===== config.mk =====
export PLATFORM = sky130hd
export DESIGN_NAME = moving_average_filter
export DESIGN_NICKNAME = d
export VERILOG_FILES = /design/src/sv/maf_pkg.sv /design/src/sv/maf_ctrl.sv /design/src/sv/maf_dpath.sv /design/src/sv/moving_average_filter.sv
export SDC_FILE = /design/constraint.sdc
export NUM_CORES = 1
export LEC_CHECK = 0
export ABC_AREA = 1
export CAP_MARGIN = 20
export CORE_ASPECT_RATIO = 0.8
export CORE_MARGIN = 2
export CORE_UTILIZATION = 40
export DETAILED_ROUTE_END_ITERATION = 10
export DONT_BUFFER_PORTS = 1
export GPL_TIMING_DRIVEN = 0
export PLACE_DENSITY = 0.6
export REMOVE_ABC_BUFFERS = 1
export SLEW_MARGIN = 20
export SYNTH_ARGS = -nofsm -noshare
export SYNTH_HDL_FRONTEND = slang
export SYNTH_SLANG_ARGS = --single-unit

===== constraint.sdc =====
create_clock -name clk -period 3.9 [get_ports clk]
set_input_delay 0.78 -clock clk [delete_from_list [all_inputs] [get_ports clk]]
set_output_delay 0.78 -clock clk [all_outputs]
set_load 0.005 [all_outputs]

===== src/sv/maf_pkg.sv =====
package maf_pkg;

  // geometry
  localparam int MAX_WINDOW   = 16;
  localparam int SAMPLE_BITS  = 16;
  localparam int REG_BITS     = 5;
  localparam int WINDOW_MIN   = 2;
  localparam int WINDOW_RESET = 8;

  localparam int WIN_BITS   = $clog2(MAX_WINDOW + 1);
  localparam int POS_BITS   = (MAX_WINDOW > 1) ? $clog2(MAX_WINDOW) : 1;
  localparam int SUM_BITS   = SAMPLE_BITS + $clog2(MAX_WINDOW) + 1;
  localparam int CNT_BITS   = $clog2(SUM_BITS);
  localparam int TDATA_BITS = ((SAMPLE_BITS + 7) / 8) * 8;

  // configuration port
  localparam int CFG_ADDR_BITS = 3;
  localparam int CFG_DATA_BITS = 32;
  localparam int CFG_IDX_BITS  = CFG_ADDR_BITS - 2;
  localparam logic [CFG_IDX_BITS-1:0] REG_WINDOW = '0;

  // controller to datapath
  typedef struct packed {
    logic capture;
    logic update_sum;
    logic load_div;
    logic div_step;
    logic load_out;
  } cmd_t;

  // datapath status
  typedef struct packed {
    logic [WIN_BITS-1:0] window;
    logic [POS_BITS-1:0] pos;
  } stat_t;

  function automatic logic [WIN_BITS-1:0] clamp_window(input logic [REG_BITS-1:0] v);
    int unsigned val;
    int unsigned res;
    val = int'(v);
    if (val < WINDOW_MIN) begin
      res = WINDOW_MIN;
    end else if (val > MAX_WINDOW) begin
      res = MAX_WINDOW;
    end else begin
      res = val;
    end
    return WIN_BITS'(res);
  endfunction

endpackage


===== src/sv/maf_ctrl.sv =====
module maf_ctrl (
  input  logic            clk,
  input  logic            rst_n,
  input  logic            in_valid,
  output logic            in_ready,
  output logic            out_valid,
  input  logic            out_ready,
  output maf_pkg::cmd_t   cmd
);

  localparam logic [2:0] S_IDLE = 3'd0;
  localparam logic [2:0] S_SUM  = 3'd1;
  localparam logic [2:0] S_LOAD = 3'd2;
  localparam logic [2:0] S_DIV  = 3'd3;
  localparam logic [2:0] S_DONE = 3'd4;

  logic [2:0]                   state_r, state_nxt;
  logic [maf_pkg::CNT_BITS-1:0] cnt_r, cnt_nxt;
  logic                         out_valid_r, out_valid_nxt;
  logic                         out_free;

  assign out_free  = !out_valid_r || out_ready;
  assign in_ready  = (state_r == S_IDLE);
  assign out_valid = out_valid_r;

  always_comb begin
    state_nxt     = state_r;
    cnt_nxt       = cnt_r;
    out_valid_nxt = out_valid_r && !out_ready;
    cmd           = '0;
    case (state_r)
      S_IDLE: begin
        if (in_valid) begin
          cmd.capture = 1'b1;
          state_nxt   = S_SUM;
        end
      end
      S_SUM: begin
        cmd.update_sum = 1'b1;
        state_nxt      = S_LOAD;
      end
      S_LOAD: begin
        cmd.load_div = 1'b1;
        cnt_nxt      = maf_pkg::CNT_BITS'(maf_pkg::SUM_BITS - 1);
        state_nxt    = S_DIV;
      end
      S_DIV: begin
        cmd.div_step = 1'b1;
        if (cnt_r == '0) begin
          state_nxt = S_DONE;
        end else begin
          cnt_nxt = cnt_r - 1'b1;
        end
      end
      S_DONE: begin
        if (out_free) begin
          cmd.load_out  = 1'b1;
          out_valid_nxt = 1'b1;
          state_nxt     = S_IDLE;
        end
      end
      default: begin
        state_nxt = S_IDLE;
      end
    endcase
  end

  always_ff @(posedge clk) begin
    if (!rst_n) begin
      state_r     <= S_IDLE;
      cnt_r       <= '0;
      out_valid_r <= 1'b0;
    end else begin
      state_r     <= state_nxt;
      cnt_r       <= cnt_nxt;
      out_valid_r <= out_valid_nxt;
    end
  end

endmodule


===== src/sv/maf_dpath.sv =====
module maf_dpath (
  input  logic                                 clk,
  input  logic                                 rst_n,
  input  maf_pkg::cmd_t                        cmd,
  input  logic                                 cfg_we,
  input  logic [maf_pkg::REG_BITS-1:0]         cfg_wdata,
  input  logic signed [maf_pkg::SAMPLE_BITS-1:0] sample,
  output logic [maf_pkg::SAMPLE_BITS-1:0]      average,
  output maf_pkg::stat_t                       stat
);

  logic [maf_pkg::WIN_BITS-1:0]          window_r;
  logic [maf_pkg::POS_BITS-1:0]          pos_r;
  logic signed [maf_pkg::SUM_BITS-1:0]   sum_r;
  logic [maf_pkg::MAX_WINDOW-1:0]        valid_r;
  logic signed [maf_pkg::SAMPLE_BITS-1:0] store_r [maf_pkg::MAX_WINDOW];
  logic signed [maf_pkg::SAMPLE_BITS-1:0] sample_r;
  logic [maf_pkg::SUM_BITS-1:0]          quot_r;
  logic [maf_pkg::WIN_BITS-1:0]          rem_r;
  logic                                  neg_r;
  logic [maf_pkg::SAMPLE_BITS-1:0]       avg_r;

  logic signed [maf_pkg::SAMPLE_BITS-1:0] old_val;
  logic signed [maf_pkg::SUM_BITS-1:0]   sum_nxt;
  logic [maf_pkg::WIN_BITS-1:0]          pos_inc;
  logic [maf_pkg::POS_BITS-1:0]          pos_nxt;
  logic [maf_pkg::SUM_BITS-1:0]          sum_mag;
  logic [maf_pkg::WIN_BITS:0]            part;
  logic [maf_pkg::WIN_BITS:0]            trial;
  logic [maf_pkg::SUM_BITS-1:0]          quot_signed;

  // oldest entry, never-written slots read as zero
  assign old_val = valid_r[pos_r] ? store_r[pos_r] : '0;
  assign sum_nxt = sum_r - maf_pkg::SUM_BITS'(old_val) + maf_pkg::SUM_BITS'(sample_r);

  assign pos_inc = maf_pkg::WIN_BITS'(pos_r) + 1'b1;
  assign pos_nxt = (pos_inc >= window_r) ? '0 : pos_inc[maf_pkg::POS_BITS-1:0];

  assign sum_mag = sum_r[maf_pkg::SUM_BITS-1] ? (~sum_r + 1'b1) : sum_r;

  // restoring divide step, one quotient bit per cycle
  assign part  = {rem_r, quot_r[maf_pkg::SUM_BITS-1]};
  assign trial = part - {1'b0, window_r};

  assign quot_signed = neg_r ? (~quot_r + 1'b1) : quot_r;

  always_ff @(posedge clk) begin
    if (!rst_n) begin
      window_r <= maf_pkg::clamp_window(maf_pkg::REG_BITS'(maf_pkg::WINDOW_RESET));
      pos_r    <= '0;
      sum_r    <= '0;
      valid_r  <= '0;
    end else if (cfg_we) begin
      window_r <= maf_pkg::clamp_window(cfg_wdata);
      pos_r    <= '0;
      sum_r    <= '0;
      valid_r  <= '0;
    end else if (cmd.update_sum) begin
      sum_r          <= sum_nxt;
      pos_r          <= pos_nxt;
      valid_r[pos_r] <= 1'b1;
    end
  end

  always_ff @(posedge clk) begin
    if (cmd.capture) begin
      sample_r <= sample;
    end
    if (cmd.update_sum) begin
      store_r[pos_r] <= sample_r;
    end
    if (cmd.load_div) begin
      quot_r <= sum_mag;
      rem_r  <= '0;
      neg_r  <= sum_r[maf_pkg::SUM_BITS-1];
    end else if (cmd.div_step) begin
      if (!trial[maf_pkg::WIN_BITS]) begin
        rem_r  <= trial[maf_pkg::WIN_BITS-1:0];
        quot_r <= {quot_r[maf_pkg::SUM_BITS-2:0], 1'b1};
      end else begin
        rem_r  <= part[maf_pkg::WIN_BITS-1:0];
        quot_r <= {quot_r[maf_pkg::SUM_BITS-2:0], 1'b0};
      end
    end
    if (cmd.load_out) begin
      avg_r <= quot_signed[maf_pkg::SAMPLE_BITS-1:0];
    end
  end

  assign average     = avg_r;
  assign stat.window = window_r;
  assign stat.pos    = pos_r;

endmodule


===== src/sv/moving_average_filter.sv =====
// channel   direction  transfer when                     payload
// in_*      sink       in_tvalid & in_tready             tdata[15:0] sample (signed)
// out_*     source     out_tvalid & out_tready           tdata[15:0] average (signed)
// cfg_*     apb slave  psel & penable & pwrite & pready  reg 0 at 0x0: window_length
//
// one sample at a time, with the restoring divider resolving
// one of the 21 quotient bits per cycle
// a waiting result sits in the output register while the next sample is taken in
// a stalled output holds the datapath in its final state until the register frees
// rst_n is synchronous; it sets window_length to 8 and clears the sample store,
// write position and running sum (a window write clears the same three)
module moving_average_filter (
  input  logic                                clk,
  input  logic                                rst_n,
  // input stream
  input  logic                                in_tvalid,
  output logic                                in_tready,
  input  logic [maf_pkg::TDATA_BITS-1:0]      in_tdata,   // [15:0] sample
  // result stream
  output logic                                out_tvalid,
  input  logic                                out_tready,
  output logic [maf_pkg::TDATA_BITS-1:0]      out_tdata,  // [15:0] average
  // configuration
  input  logic                                cfg_psel,
  input  logic                                cfg_penable,
  input  logic                                cfg_pwrite,
  input  logic [maf_pkg::CFG_ADDR_BITS-1:0]   cfg_paddr,
  input  logic [maf_pkg::CFG_DATA_BITS-1:0]   cfg_pwdata,
  output logic [maf_pkg::CFG_DATA_BITS-1:0]   cfg_prdata,
  output logic                                cfg_pready
);

  maf_pkg::cmd_t                    cmd;
  maf_pkg::stat_t                   stat;
  logic                             cfg_sel_win;
  logic                             cfg_we;
  logic [maf_pkg::SAMPLE_BITS-1:0]  average;

  // register decode, word addressed
  assign cfg_pready  = 1'b1;
  assign cfg_sel_win = (cfg_paddr[maf_pkg::CFG_ADDR_BITS-1:2] == maf_pkg::REG_WINDOW);
  assign cfg_we      = cfg_psel && cfg_penable && cfg_pwrite && cfg_pready && cfg_sel_win;
  assign cfg_prdata  = cfg_sel_win ? maf_pkg::CFG_DATA_BITS'(stat.window) : '0;

  // sequencer: capture, sum update, divider load, divide, result hand-off
  maf_ctrl u_ctrl (
    .clk       (clk),
    .rst_n     (rst_n),
    .in_valid  (in_tvalid),
    .in_ready  (in_tready),
    .out_valid (out_tvalid),
    .out_ready (out_tready),
    .cmd       (cmd)
  );

  // store, running sum, divider and output register
  maf_dpath u_dpath (
    .clk       (clk),
    .rst_n     (rst_n),
    .cmd       (cmd),
    .cfg_we    (cfg_we),
    .cfg_wdata (cfg_pwdata[maf_pkg::REG_BITS-1:0]),
    .sample    (signed'(in_tdata[maf_pkg::SAMPLE_BITS-1:0])),
    .average   (average),
    .stat      (stat)
  );

  assign out_tdata = maf_pkg::TDATA_BITS'(average);

  // one sample in flight: no second transfer right behind the first
  a_one_in_flight: assert property (@(posedge clk) disable iff (!rst_n)
    (in_tvalid && in_tready) |=> !in_tready)
    else $error("input taken while a sample is in flight");

  // a pending result is never overwritten
  a_no_overwrite: assert property (@(posedge clk) disable iff (!rst_n)
    cmd.load_out |-> (!out_tvalid || out_tready))
    else $error("output register reloaded while stalled");

  // write position stays inside the window
  a_pos_in_window: assert property (@(posedge clk) disable iff (!rst_n)
    stat.pos < stat.window)
    else $error("write position outside window");

  // window write lands inside the legal range
  a_window_range: assert property (@(posedge clk) disable iff (!rst_n)
    cfg_we |=> (stat.window >= maf_pkg::WIN_BITS'(maf_pkg::WINDOW_MIN))
            && (stat.window <= maf_pkg::WIN_BITS'(maf_pkg::MAX_WINDOW)))
    else $error("window length out of range");

endmodule

==> out/results.txt <==
status: finished clean
maximum buffer depth of the clock tree: 3
power density cells: 625 mW/mm^2
first-pass GRT wire length: 70.8 mm
hold depth: 0
H-tree depth: 2
sequential power share: 0.386
commonest non-fill, non-tap cell in the layout: edfxtp_1
VDD IR max: 0.317 mV
GR Overflow Total: 0
clock-pin slew on the worst setup and hold paths: 60 ps
via count: 12800
Post-Synthesis Cells: 1856
Die Area: 0.0469 mm^2
TritonCTS Buffers: 39
detailed-placement wirelength estimate: 29.4 mm
R2R depth: 26
Crit path required time: 4350 ps
combinational group share of total power: 0.326
crit path kind: reg -> reg
Total Wirelength: 46.4 mm
asr flop ratio synth: 0
Critical Path Start Type: flip-flop
Max-Cap Viols: 0
pin count of the biggest net entering global routing: 68
worst path arrival time: 4090 ps
Unique masters post-synth: 40
Avg Cell Area, Syn: 9.74 um^2
setup slack after layout: 263 ps
Leak Pwr: 7.91 nW
most frequent cells in the layout: edfxtp_1, nor2_1, nand2_1, inv_1, o21ai_0
final cell count without fillers: 2493
fin crit share: 0.933
clock share of power: 0.288
Cell Area, Synth: 0.0181 mm^2
DRT antenna net count: 0
gr usage total: 0.192
pre-CTS setup slack: -759 ps
antenna violations before repair: 1
Sw Ratio: 0.357
Post-synth EDFFs: 310
DIE HEIGHT: 194 um
Row Count: 69
Setup Total Neg Slack: 0 ps
Ports: 109
Synth Register Bits: 374
per-cell routed wire length: 18.6 um
clock sinks: 374
min Tclk post-route: 3640 ps
Residual DRC: 0
HP Class: in -> reg
GP Congestion: 0.932
post-route cell area: 0.0204 mm^2
switching pwr: 4.55 mW
Layout Nets: 1978
Synth-to-Final Area Change: 12.9%
I/O Buffers: 0
Int Power: 8.21 mW
CTS tree: built
layout cells sized above 1: 0.0821
core area: 0.0445 mm^2
register area share after synthesis: 0.586
top_reg_cell synth: edfxtp_1
DRT iter0 DRCs: 1145
setup skew after layout: 20.1 ps
worst slew pin tran: 766 ps
endpoints failing setup: 0
max-slew violations: 0
maximum clock rate: 0.275 GHz
Worst-Skew Late Latency: 550 ps
effective utilization at floorplan: 0.406
dpl cells: 2410
Critical Path Fanout Max: 43
Cell Area, Placed: 0.0189 mm^2
CP endpoint kind: flip-flop
Avg Vias per Cell: 5.14
root buffer cell: clkbuf_16
hold violation count in the final report: 0
Syn. warnings: 0
Die X: 242 um
fin util: 0.459
vias in the first global route: 12400
Rel. slew slack: 0.488
count of hold-fix buffers inserted at cts: 0
Pre-antenna DRT Iters: 5
[cells in the mapped netlist, types with 33 or more instances]
| master | n | share of area |
|---|---|---|
| nor2_1 | 311 | 0.065 |
| edfxtp_1 | 310 | 0.52 |
| nand2_1 | 263 | 0.055 |
| inv_1 | 213 | 0.044 |
| o21ai_0 | 155 | 0.043 |
| nand3_1 | 119 | 0.033 |
| dfxtp_1 | 64 | 0.071 |
| o21ai_1 | 59 | 0.016 |
| a21oi_1 | 51 | 0.014 |
| ha_1 | 40 | 0.028 |
| buf_4 | 34 | 0.014 |
| xor2_1 | 34 | 0.016 |
| clkbuf_1 | 33 | 0.0069 |
[area by class of cell]
class                   instances  area, um^2
clock buffers                  50        1050
inverters                     220         847
well taps                     603         754
multi-input cells            1188        6350
flip-flops and latches        374       10600
fillers                      4112       24100
clock inverters                21         193
diodes                          1        2.50
repair buffers                 36         597
[critical path, stage by stage (launching register included)]
cell,delay (ps)
dfxtp_4,380
buf_16,170
inv_16,110
buf_16,190
nor2_1,100
nor2_1,40
o21ai_0,100
nand2_1,80
o21ai_1,140
nand2_1,80
nand3_1,110
inv_1,50
ha_1,260
inv_1,60
ha_2,230
inv_1,70
fa_1,430
inv_1,120
nand3_1,90
nand3_2,120
nand2_1,60
nand2_1,110
nand2_1,100
nand3_1,90
nand3_1,90
nand2_1,70
inv_1,40
[final timing paths]
path | from | end | slack [ps]
hold reg to reg | u_ctrl.cnt_r[0] | u_ctrl.cnt_r[0] | 470
setup / recovery | flip-flop | u_dpath.sum_r[16] | 260
setup reg to reg | flip-flop | u_dpath.sum_r[16] | 260
hold / removal | in_tdata[3] | u_dpath.sample_r[3] | 320
[power by group through the flow]
stage          sequential, mW  combinational, mW  clock [mW]
2_1_floorplan            4.95               2.85           0
3_3_place_gp             5.09               3.70           0
3_5_place_dp             5.02               3.86           0
4_1_cts                  4.92               3.96        3.75
5_1_grt                  4.96               4.74        3.89
6_report                 4.92               4.16        3.68
[metrics by stage]
step | hold slack, ps | power (mW)
3_3_place_gp | 453 | 8.79
6_report | 321 | 12.8
3_5_place_dp | 463 | 8.88
5_1_grt | 299 | 13.6
2_1_floorplan | 441 | 7.80
4_1_cts | 296 | 12.6
[flip-flops by register name, summed over array words and instances, names as in the netlist, 4 cells and up, named ones only]
name / count
u_dpath.average: 16
u_dpath.sample_r: 16
u_dpath.rem_r: 5
u_dpath.valid_r: 16
u_dpath.pos_r: 4
u_dpath.store_r: 256
u_dpath.sum_r: 21
u_dpath.quot_r: 21
u_dpath.window_r: 5
u_ctrl.cnt_r: 5
[what timing repair did]
action / in CTS / in global routing
buffers inserted: 3 / 4
gates resized for setup: 5 / 32
endpoints found under the setup margin: 19 / 16
cloned: 2 / 2
[kinds of logic (layout without fill, tap and decap cells)]
kind of cell             Yosys count  count (layout)  share of synthesized area
adder cells (fa/ha/maj)           61              61                     0.0510
other                              2              29                   0.000416
buffers and inverters            320             327                     0.0784
XOR/XNOR                          40              40                     0.0194
flip-flops                       374             374                      0.586
AO/OA/AOI/OAI                    325             325                     0.0981
AND/OR/NAND/NOR                  734             734                      0.167
[metal layers]
layer	wire length [um]	track usage	share of wire
met1	21700	0.275	0.47
met2	20500	0.300	0.44
met3	3190	0.0360	0.069
met4	1010	0.0506	0.022
met5	0	0	0
Note: power is estimated with default switching activity, not from simulation.
